**src/hw/rtl/jan_pkg.sv**
```systemverilog
`default_nettype none

package jan_pkg;

  // field widths
  localparam int RAW_W       = 16;  // raw sample and calibration registers
  localparam int POS_W       = 8;   // signed position in hundredths
  localparam int OUT_TDATA_W = 16;  // position + no_signal, padded to bytes
  localparam int SAMPLE_BITS_DEF = 16;

  // signed difference of two raw values, and the divider operands
  localparam int DIFF_W = RAW_W + 1;
  localparam int QBITS  = 7;        // quotient bits below saturation (q < 128)
  localparam int DEN_W  = RAW_W + 1;  // 2*|den|
  localparam int NUM_W  = 24;         // 200*|num| + |den|

  localparam int unsigned SCALE2 = 200;  // 2 * 100, rounding numerator scale

  localparam logic signed [POS_W-1:0] POS_MAX = 8'sd100;
  localparam logic signed [POS_W-1:0] POS_MIN = -8'sd100;
  localparam logic        [QBITS-1:0] Q_MAX   = 7'd100;

  // configuration register indexes
  localparam int CFG_ADDR_W = 2;
  localparam logic [CFG_ADDR_W-1:0] CFG_MIN_RAW     = 2'd0;
  localparam logic [CFG_ADDR_W-1:0] CFG_CENTER_RAW  = 2'd1;
  localparam logic [CFG_ADDR_W-1:0] CFG_MAX_RAW     = 2'd2;
  localparam logic [CFG_ADDR_W-1:0] CFG_THRUST_MODE = 2'd3;

  // register reset values
  localparam logic [RAW_W-1:0] MIN_RAW_RST    = 16'd0;
  localparam logic [RAW_W-1:0] CENTER_RAW_RST = 16'd32767;
  localparam logic [RAW_W-1:0] MAX_RAW_RST    = 16'd65535;

  // side information that rides along with the divider
  typedef struct packed {
    logic                    ovr;      // result fixed, quotient ignored
    logic signed [POS_W-1:0] ovr_pos;  // fixed result
    logic                    nosig;    // raw sample was zero
    logic                    neg;      // quotient is negative
    logic                    thrust;   // unipolar clamp 0..100
  } jan_side_t;

endpackage

`default_nettype wire

```
**src/hw/rtl/jan_div.sv**
```systemverilog
`default_nettype none

// Pipelined restoring divider: q = floor(num/den), one quotient bit a stage.
// Stage 0 flags q >= 2^QBITS as saturated.
module jan_div import jan_pkg::*; (
  input  wire logic             clk,
  input  wire logic             rst_n,
  input  wire logic             en,
  input  wire logic             in_valid,
  input  wire logic [NUM_W-1:0] in_num,
  input  wire logic [DEN_W-1:0] in_den,
  input  wire jan_side_t        in_side,
  output logic                  out_valid,
  output logic [QBITS-1:0]      out_q,
  output logic                  out_sat,
  output jan_side_t             out_side
);

  localparam int NST = QBITS + 1;

  logic             v_r    [NST];
  logic [NUM_W-1:0] rem_r  [NST];
  logic [DEN_W-1:0] den_r  [NST];
  logic [QBITS-1:0] q_r    [NST];
  logic             sat_r  [NST];
  jan_side_t        side_r [NST];

  logic sat0;
  assign sat0 = in_num >= (NUM_W'(in_den) << QBITS);

  always_ff @(posedge clk) begin
    if (!rst_n) begin
      v_r[0] <= 1'b0;
    end else if (en) begin
      v_r[0] <= in_valid;
    end
  end

  always_ff @(posedge clk) begin
    if (en) begin
      rem_r[0]  <= in_num;
      den_r[0]  <= in_den;
      q_r[0]    <= '0;
      sat_r[0]  <= sat0;
      side_r[0] <= in_side;
    end
  end

  for (genvar k = 1; k < NST; k++) begin : g_bit
    localparam int B = QBITS - k;
    logic [NUM_W-1:0] sub;
    logic             ge;

    assign sub = NUM_W'(den_r[k-1]) << B;
    assign ge  = rem_r[k-1] >= sub;

    always_ff @(posedge clk) begin
      if (!rst_n) begin
        v_r[k] <= 1'b0;
      end else if (en) begin
        v_r[k] <= v_r[k-1];
      end
    end

    always_ff @(posedge clk) begin
      if (en) begin
        rem_r[k]  <= ge ? (rem_r[k-1] - sub) : rem_r[k-1];
        den_r[k]  <= den_r[k-1];
        q_r[k]    <= q_r[k-1] | (ge ? (QBITS'(1) << B) : '0);
        sat_r[k]  <= sat_r[k-1];
        side_r[k] <= side_r[k-1];
      end
    end
  end

  assign out_valid = v_r[NST-1];
  assign out_q     = q_r[NST-1];
  assign out_sat   = sat_r[NST-1];
  assign out_side  = side_r[NST-1];

endmodule

`default_nettype wire

```
**src/hw/rtl/joystick_axis_normalizer.sv**
```systemverilog
`default_nettype none

// Throughput: one word per cycle; the whole pipeline holds while the
//   output register is full and not taken.
// Reset (rst_n low, synchronous): all stage valids and out_tvalid clear,
//   calibration returns to min 0, center 32767, max 65535, bipolar mode.
module joystick_axis_normalizer import jan_pkg::*; #(
  parameter int SAMPLE_BITS = SAMPLE_BITS_DEF
) (
  input  wire logic                  clk,
  input  wire logic                  rst_n,
  // configuration write port
  input  wire logic                  cfg_wr_en,
  input  wire logic [CFG_ADDR_W-1:0] cfg_addr,
  input  wire logic [RAW_W-1:0]      cfg_wdata,
  // input stream
  input  wire logic                  in_tvalid,
  output logic                       in_tready,
  input  wire logic [RAW_W-1:0]      in_tdata,   // [15:0] raw_sample
  // output stream
  output logic                       out_tvalid,
  input  wire logic                  out_tready,
  output logic [OUT_TDATA_W-1:0]     out_tdata   // [7:0] position, [8] no_signal
);

  localparam logic [RAW_W-1:0] RAW_MASK = RAW_W'((32'd1 << SAMPLE_BITS) - 32'd1);

  // ---------------------------------------------------------------------------
  // Calibration registers
  // ---------------------------------------------------------------------------
  logic [RAW_W-1:0] min_raw_r, center_raw_r, max_raw_r;
  logic             thrust_mode_r;

  always_ff @(posedge clk) begin
    if (!rst_n) begin
      min_raw_r     <= MIN_RAW_RST;
      center_raw_r  <= CENTER_RAW_RST;
      max_raw_r     <= MAX_RAW_RST;
      thrust_mode_r <= 1'b0;
    end else if (cfg_wr_en) begin
      case (cfg_addr)
        CFG_MIN_RAW:     min_raw_r     <= cfg_wdata;
        CFG_CENTER_RAW:  center_raw_r  <= cfg_wdata;
        CFG_MAX_RAW:     max_raw_r     <= cfg_wdata;
        CFG_THRUST_MODE: thrust_mode_r <= cfg_wdata[0];
        default: ;
      endcase
    end
  end

  // ---------------------------------------------------------------------------
  // Global pipeline enable: everything moves when the output slot is free
  // or being emptied this cycle.
  // ---------------------------------------------------------------------------
  logic en;
  assign en        = !out_tvalid || out_tready;
  assign in_tready = en;

  // ---------------------------------------------------------------------------
  // Stage 1: numerator and divisor as signed differences
  // ---------------------------------------------------------------------------
  logic [RAW_W-1:0]         raw;
  logic signed [DIFF_W-1:0] raw_s, lo_s, ce_s, hi_s;
  logic signed [DIFF_W-1:0] num1, den1;

  assign raw   = in_tdata & RAW_MASK;
  assign raw_s = signed'({1'b0, raw});
  assign lo_s  = signed'({1'b0, min_raw_r});
  assign ce_s  = signed'({1'b0, center_raw_r});
  assign hi_s  = signed'({1'b0, max_raw_r});

  always_comb begin
    if (thrust_mode_r) begin
      num1 = raw_s - lo_s;
      den1 = hi_s - lo_s;
    end else begin
      num1 = raw_s - ce_s;
      den1 = (raw < center_raw_r) ? (ce_s - lo_s) : (hi_s - ce_s);
    end
  end

  logic                     s1_v_r;
  logic signed [DIFF_W-1:0] s1_num_r, s1_den_r;
  logic                     s1_nosig_r, s1_thrust_r;

  always_ff @(posedge clk) begin
    if (!rst_n) begin
      s1_v_r <= 1'b0;
    end else if (en) begin
      s1_v_r <= in_tvalid;
    end
  end

  always_ff @(posedge clk) begin
    if (en) begin
      s1_num_r    <= num1;
      s1_den_r    <= den1;
      s1_nosig_r  <= (raw == '0);
      s1_thrust_r <= thrust_mode_r;
    end
  end

  // ---------------------------------------------------------------------------
  // Stage 2: magnitudes, sign, fixed results (no signal, zero span)
  // ---------------------------------------------------------------------------
  jan_side_t        side2;
  logic [RAW_W-1:0] nabs2, dabs2;

  assign nabs2 = RAW_W'(s1_num_r[DIFF_W-1] ? -s1_num_r : s1_num_r);
  assign dabs2 = RAW_W'(s1_den_r[DIFF_W-1] ? -s1_den_r : s1_den_r);

  always_comb begin
    side2.nosig   = s1_nosig_r;
    side2.thrust  = s1_thrust_r;
    side2.neg     = s1_num_r[DIFF_W-1] ^ s1_den_r[DIFF_W-1];
    side2.ovr     = 1'b0;
    side2.ovr_pos = '0;
    if (s1_nosig_r) begin
      side2.ovr = 1'b1;
    end else if (s1_den_r == '0) begin
      // zero span: lower clamp for negative numerator, upper otherwise
      side2.ovr = 1'b1;
      if (s1_num_r[DIFF_W-1]) begin
        side2.ovr_pos = s1_thrust_r ? '0 : POS_MIN;
      end else begin
        side2.ovr_pos = POS_MAX;
      end
    end
  end

  logic             s2_v_r;
  logic [RAW_W-1:0] s2_nabs_r, s2_dabs_r;
  jan_side_t        s2_side_r;

  always_ff @(posedge clk) begin
    if (!rst_n) begin
      s2_v_r <= 1'b0;
    end else if (en) begin
      s2_v_r <= s1_v_r;
    end
  end

  always_ff @(posedge clk) begin
    if (en) begin
      s2_nabs_r <= nabs2;
      s2_dabs_r <= dabs2;
      s2_side_r <= side2;
    end
  end

  // ---------------------------------------------------------------------------
  // Stage 3: rounding operands, round(100n/d) = floor((200n + d) / 2d)
  // ---------------------------------------------------------------------------
  logic             s3_v_r;
  logic [NUM_W-1:0] s3_num_r;
  logic [DEN_W-1:0] s3_den_r;
  jan_side_t        s3_side_r;

  always_ff @(posedge clk) begin
    if (!rst_n) begin
      s3_v_r <= 1'b0;
    end else if (en) begin
      s3_v_r <= s2_v_r;
    end
  end

  always_ff @(posedge clk) begin
    if (en) begin
      s3_num_r  <= NUM_W'(s2_nabs_r * NUM_W'(SCALE2)) + NUM_W'(s2_dabs_r);
      s3_den_r  <= {s2_dabs_r, 1'b0};
      s3_side_r <= s2_side_r;
    end
  end

  // ---------------------------------------------------------------------------
  // Stages 4..11: bit-per-stage divider
  // ---------------------------------------------------------------------------
  logic             dv_valid;
  logic [QBITS-1:0] dv_q;
  logic             dv_sat;
  jan_side_t        dv_side;

  jan_div u_div (
    .clk       (clk),
    .rst_n     (rst_n),
    .en        (en),
    .in_valid  (s3_v_r),
    .in_num    (s3_num_r),
    .in_den    (s3_den_r),
    .in_side   (s3_side_r),
    .out_valid (dv_valid),
    .out_q     (dv_q),
    .out_sat   (dv_sat),
    .out_side  (dv_side)
  );

  // ---------------------------------------------------------------------------
  // Stage 12: clamp, sign, output register
  // ---------------------------------------------------------------------------
  logic [QBITS-1:0]        qc;
  logic signed [POS_W-1:0] pos12;

  assign qc = (dv_sat || dv_q > Q_MAX) ? Q_MAX : dv_q;

  always_comb begin
    if (dv_side.ovr) begin
      pos12 = dv_side.ovr_pos;
    end else if (dv_side.neg) begin
      pos12 = dv_side.thrust ? '0 : -signed'({1'b0, qc});
    end else begin
      pos12 = signed'({1'b0, qc});
    end
  end

  logic                    out_tvalid_r;
  logic signed [POS_W-1:0] out_pos_r;
  logic                    out_nosig_r;

  always_ff @(posedge clk) begin
    if (!rst_n) begin
      out_tvalid_r <= 1'b0;
    end else if (en) begin
      out_tvalid_r <= dv_valid;
    end
  end

  always_ff @(posedge clk) begin
    if (en) begin
      out_pos_r   <= pos12;
      out_nosig_r <= dv_side.nosig;
    end
  end

  assign out_tvalid = out_tvalid_r;
  assign out_tdata  = {{(OUT_TDATA_W-POS_W-1){1'b0}}, out_nosig_r, out_pos_r};

  // ---------------------------------------------------------------------------
  // Assertions
  // ---------------------------------------------------------------------------
  a_nosig_zero: assert property (@(posedge clk) disable iff (!rst_n)
    out_tvalid && out_nosig_r |-> out_pos_r == '0)
    else $error("no-signal word with nonzero position");

  a_pos_range: assert property (@(posedge clk) disable iff (!rst_n)
    out_tvalid |-> (out_pos_r >= POS_MIN) && (out_pos_r <= POS_MAX))
    else $error("position out of range");

  a_reset_empty: assert property (@(posedge clk)
    !rst_n |=> !out_tvalid && !s1_v_r && !dv_valid)
    else $error("pipeline not empty after reset");

endmodule

`default_nettype wire

```
**config.mk**
```make
export PLATFORM = sky130hd
export DESIGN_NAME = joystick_axis_normalizer
export DESIGN_NICKNAME = d
export VERILOG_FILES = /design/src/hw/rtl/jan_pkg.sv /design/src/hw/rtl/jan_div.sv /design/src/hw/rtl/joystick_axis_normalizer.sv
export SDC_FILE = /design/constraint.sdc
export NUM_CORES = 1
export LEC_CHECK = 0
export ABC_AREA = 1
export BUFFER_PORTS_ARGS = -buffer_cell sky130_fd_sc_hd__buf_2
export CORE_MARGIN = 2
export CORE_UTILIZATION = 58
export DETAILED_ROUTE_END_ITERATION = 8
export GPL_ROUTABILITY_DRIVEN = 0
export PLACE_DENSITY_LB_ADDON = 0.08
export SETUP_SLACK_MARGIN = 0.15
export SLEW_MARGIN = 20
export SYNTH_ARGS = -nofsm -noshare
export SYNTH_HDL_FRONTEND = slang
export SYNTH_SLANG_ARGS = --single-unit
export TNS_END_PERCENT = 10
```
**constraint.sdc**
```tcl
create_clock -name clk -period 14.04 [get_ports clk]
set_input_delay 2.808 -clock clk [delete_from_list [all_inputs] [get_ports clk]]
set_output_delay 2.808 -clock clk [all_outputs]
set_load 0.01 [all_outputs]
```
==> flow_metrics.tcl <==
set metrics [dict create \
    crit_arrival_ns 4.33 \
    skew_ns 0.0408 \
    cap_violations 0 \
    clock.fmax_mhz 140 \
    multi_input_area_sq_um 15000 \
    drt-initial-drc-count 1755 \
    drive_gt1_share_pct 6.02 \
    yosys-top-cells-count "873 x nand2_1, 506 x inv_1, 487 x edfxtp_1, 278 x ha_1, 253 x a21oi_1" \
    first_global_vias 23969 \
    ys.flop_type "edfxtp_1" \
    r2r_start "s2_nabs_r[3]" \
    busiest_layer "met2" \
    synth_adder_area_share_pct 12.0 \
    synth.distinct_cells 59 \
    synth_top_area_cell "edfxtp_1" \
    synth_top_family_by_area "simple AND/OR/NAND/NOR gates" \
    cts_tree "done" \
    grt_max_degree 187 \
    hold_depth 0 \
    start_util_pct 58.5 \
    grtUsageMet1_pct 33.4 \
    setup_viol 0 \
    ys_seq_area_share_pct 47.7 \
    muxShareOfSynthArea_pct 0.0608 \
    yosysTopAreaCellShare_pct 44.4 \
    wl_per_cell_um 17.1 \
    synth_cells 3639 \
    maxSlewHeadroom_pct 34.5 \
    antenna_cells 0 \
    end_kind "output port" \
    die_h_um 242 \
    hold_class "reg2reg" \
    totalNegativeSetupSlack_ns 0 \
    post-route-min-period_ns 7.14 \
    min_from "u_div.side_r[0][1]" \
    status "completed" \
    grt_usage_pct 25.8 \
    final_nets 4048 \
    yosysMostFrequentCell "nand2_1" \
    die_area_sq_um 58700 \
    core_area_sq_um 56300 \
    cts_made_buffers 56 \
    cts_setup_buffers 0 \
    r2r-end "s3_num_r[22]" \
    num_rows 87 \
    io_pins 57 \
    antenna_found_initial 0 \
    async_reset_ff_share_pct 0 \
    postRouteAntennaNets 0 \
    htreeDepth 2 \
    synth-xor-area-share_pct 4.33 \
    synth_area_leaders "edfxtp_1 44%, ha_1 11%, nand2_1 10%" \
    start_kind "input port" \
    worst_pin_slew_ns 0.982 \
    hold-path-endpoint "u_div.side_r[0][13]" \
    clock_latency_ns 0.63 \
    crit_required_ns 11.23 \
    grt_pass1_wl_um 122000 \
    critical_path_class "in2out" \
    hpwlAfterDp_um 59300 \
    clk_pin_slew_ns 0.06 \
    met2_usage_pct 44.3 \
    numClockSinks 541 \
    cts_hold_buf 0 \
    slew_viol_final 0 \
    synth_warnings 0 \
    crit_fanout 42 \
    post-route-period-util_pct 50.8 \
    regArea_sq_um 15700 \
    met3_usage_pct 3.11 \
    synth_compound_area_share_pct 10.1 \
    cts_root_buf "clkbuf_16" \
    clk_path_buf_depth 3 \
    reg2reg_depth 20 \
    hold_viol_final 0 \
    num_vias 25334 \
    die_x_um 242 \
    fillers 4654 \
    ys_ff_latch 541 \
    syn_area_sq_um 32900 \
    final_core_util_pct 63.4 \
    syn_area_per_cell_sq_um 9.05 \
    rsz0062_at_grt "no" \
    cts.repair.resized 0 \
    overflow 0 \
    syn_to_final_growth_pct 8.32 \
    vias_per_cell 5.61 \
    wl_um 77100 \
    numPortBuffers 49 \
    dr.pass1.iters 9 \
    drc_errors 0 \
    reg2reg_slack_ns 9.41 \
    yosys.area_share.simple_pct 18.9 \
    synth-edff-count 487 \
]
-- sequential cells by signal, summed over array words and instances, names as in the netlist, 7 cells and up --
register	flops
u_div.den_r	92
u_div.v_r	8
s3_den_r	13
s2_dabs_r	16
s2_nabs_r	16
min_raw_r	16
u_div.q_r	28
s3_num_r	24
max_raw_r	16
center_raw_r	16
u_div.sat_r	8
s1_num_r	17
s2_side_r	7
u_div.side_r	56
s1_den_r	17
u_div.rem_r	168
s3_side_r	7
out_pos_r	8
-- layer usage --
| layer | part of all wire, % | vias up |
|---|---|---|
| met5 | 0 | - |
| met4 | 3.9 | 0 |
| met3 | 5.5 | 185 |
| met2 | 48 | 846 |
| met1 | 42 | 11864 |
| li1 | - | 12439 |
-- through the flow --
step                setup WS (ns)  hold WS [ns]  instances  area [sq um]
global route                 6.68         0.408       4512         35700
finish                       6.90         0.392       4512         35700
CTS                          6.85         0.400       4512         35700
global placement             6.91         0.402       4406         33900
detailed placement           6.85         0.405       4406         33900
floorplan                    2.92         0.400       3645         33000
-- area by class of cell --
class / count / share of cell area [%]
repair buffers: 59 / 0.933
multi-input cells: 2539 / 42.0
well taps: 756 / 2.65
flip-flops and latches: 541 / 44.0
clock buffers: 68 / 4.11
inverters: 511 / 5.41
clock inverters: 38 / 0.859
-- how the worst max path moves through the flow --
stage                    start   endpoint  slack, ns  cells past startpoint
global placement    out_tready  in_tready       6.91                      4
finish              out_tready  in_tready       6.90                      4
global route        out_tready  in_tready       6.68                      4
detailed placement  out_tready  in_tready       6.85                      4
floorplan           out_tready  in_tready       2.92                      2
CTS                 out_tready  in_tready       6.85                      4
-- placed cells by master, fill, tap and decap left out, types with 15 or more instances in the layout --
cell type	n
inv_1	505
a31oi_1	15
ha_1	278
edfxtp_1	487
or2_2	20
nand3b_1	15
a21oi_1	253
nor3_1	44
o21ai_1	20
xor2_1	103
nor2_1	232
a21o_1	17
xnor2_1	58
nand4_1	36
dfxtp_1	54
buf_2	49
fa_1	23
o211ai_1	22
nand2_1	873
o21ai_2	22
o21ai_0	185
clkbuf_16	57
nand3_1	208
-- logic make-up after synthesis --
family | Yosys count
AND/OR/NAND/NOR | 1476
AO/OA/AOI/OAI | 591
buffers and inverters | 565
flip-flops | 541
adder cells (fa/ha/maj) | 301
XOR/XNOR | 162
multiplexers | 2
other | 1
-- worst max-delay path, stage by stage --
cell,delay [ns]
buf_2,0.09
nor2_1,0.22
clkinvlp_4,0.75
buf_2,0.45
Power is not shown: default switching activity piles up to over one toggle a cycle in this logic, so the estimate is an artifact.
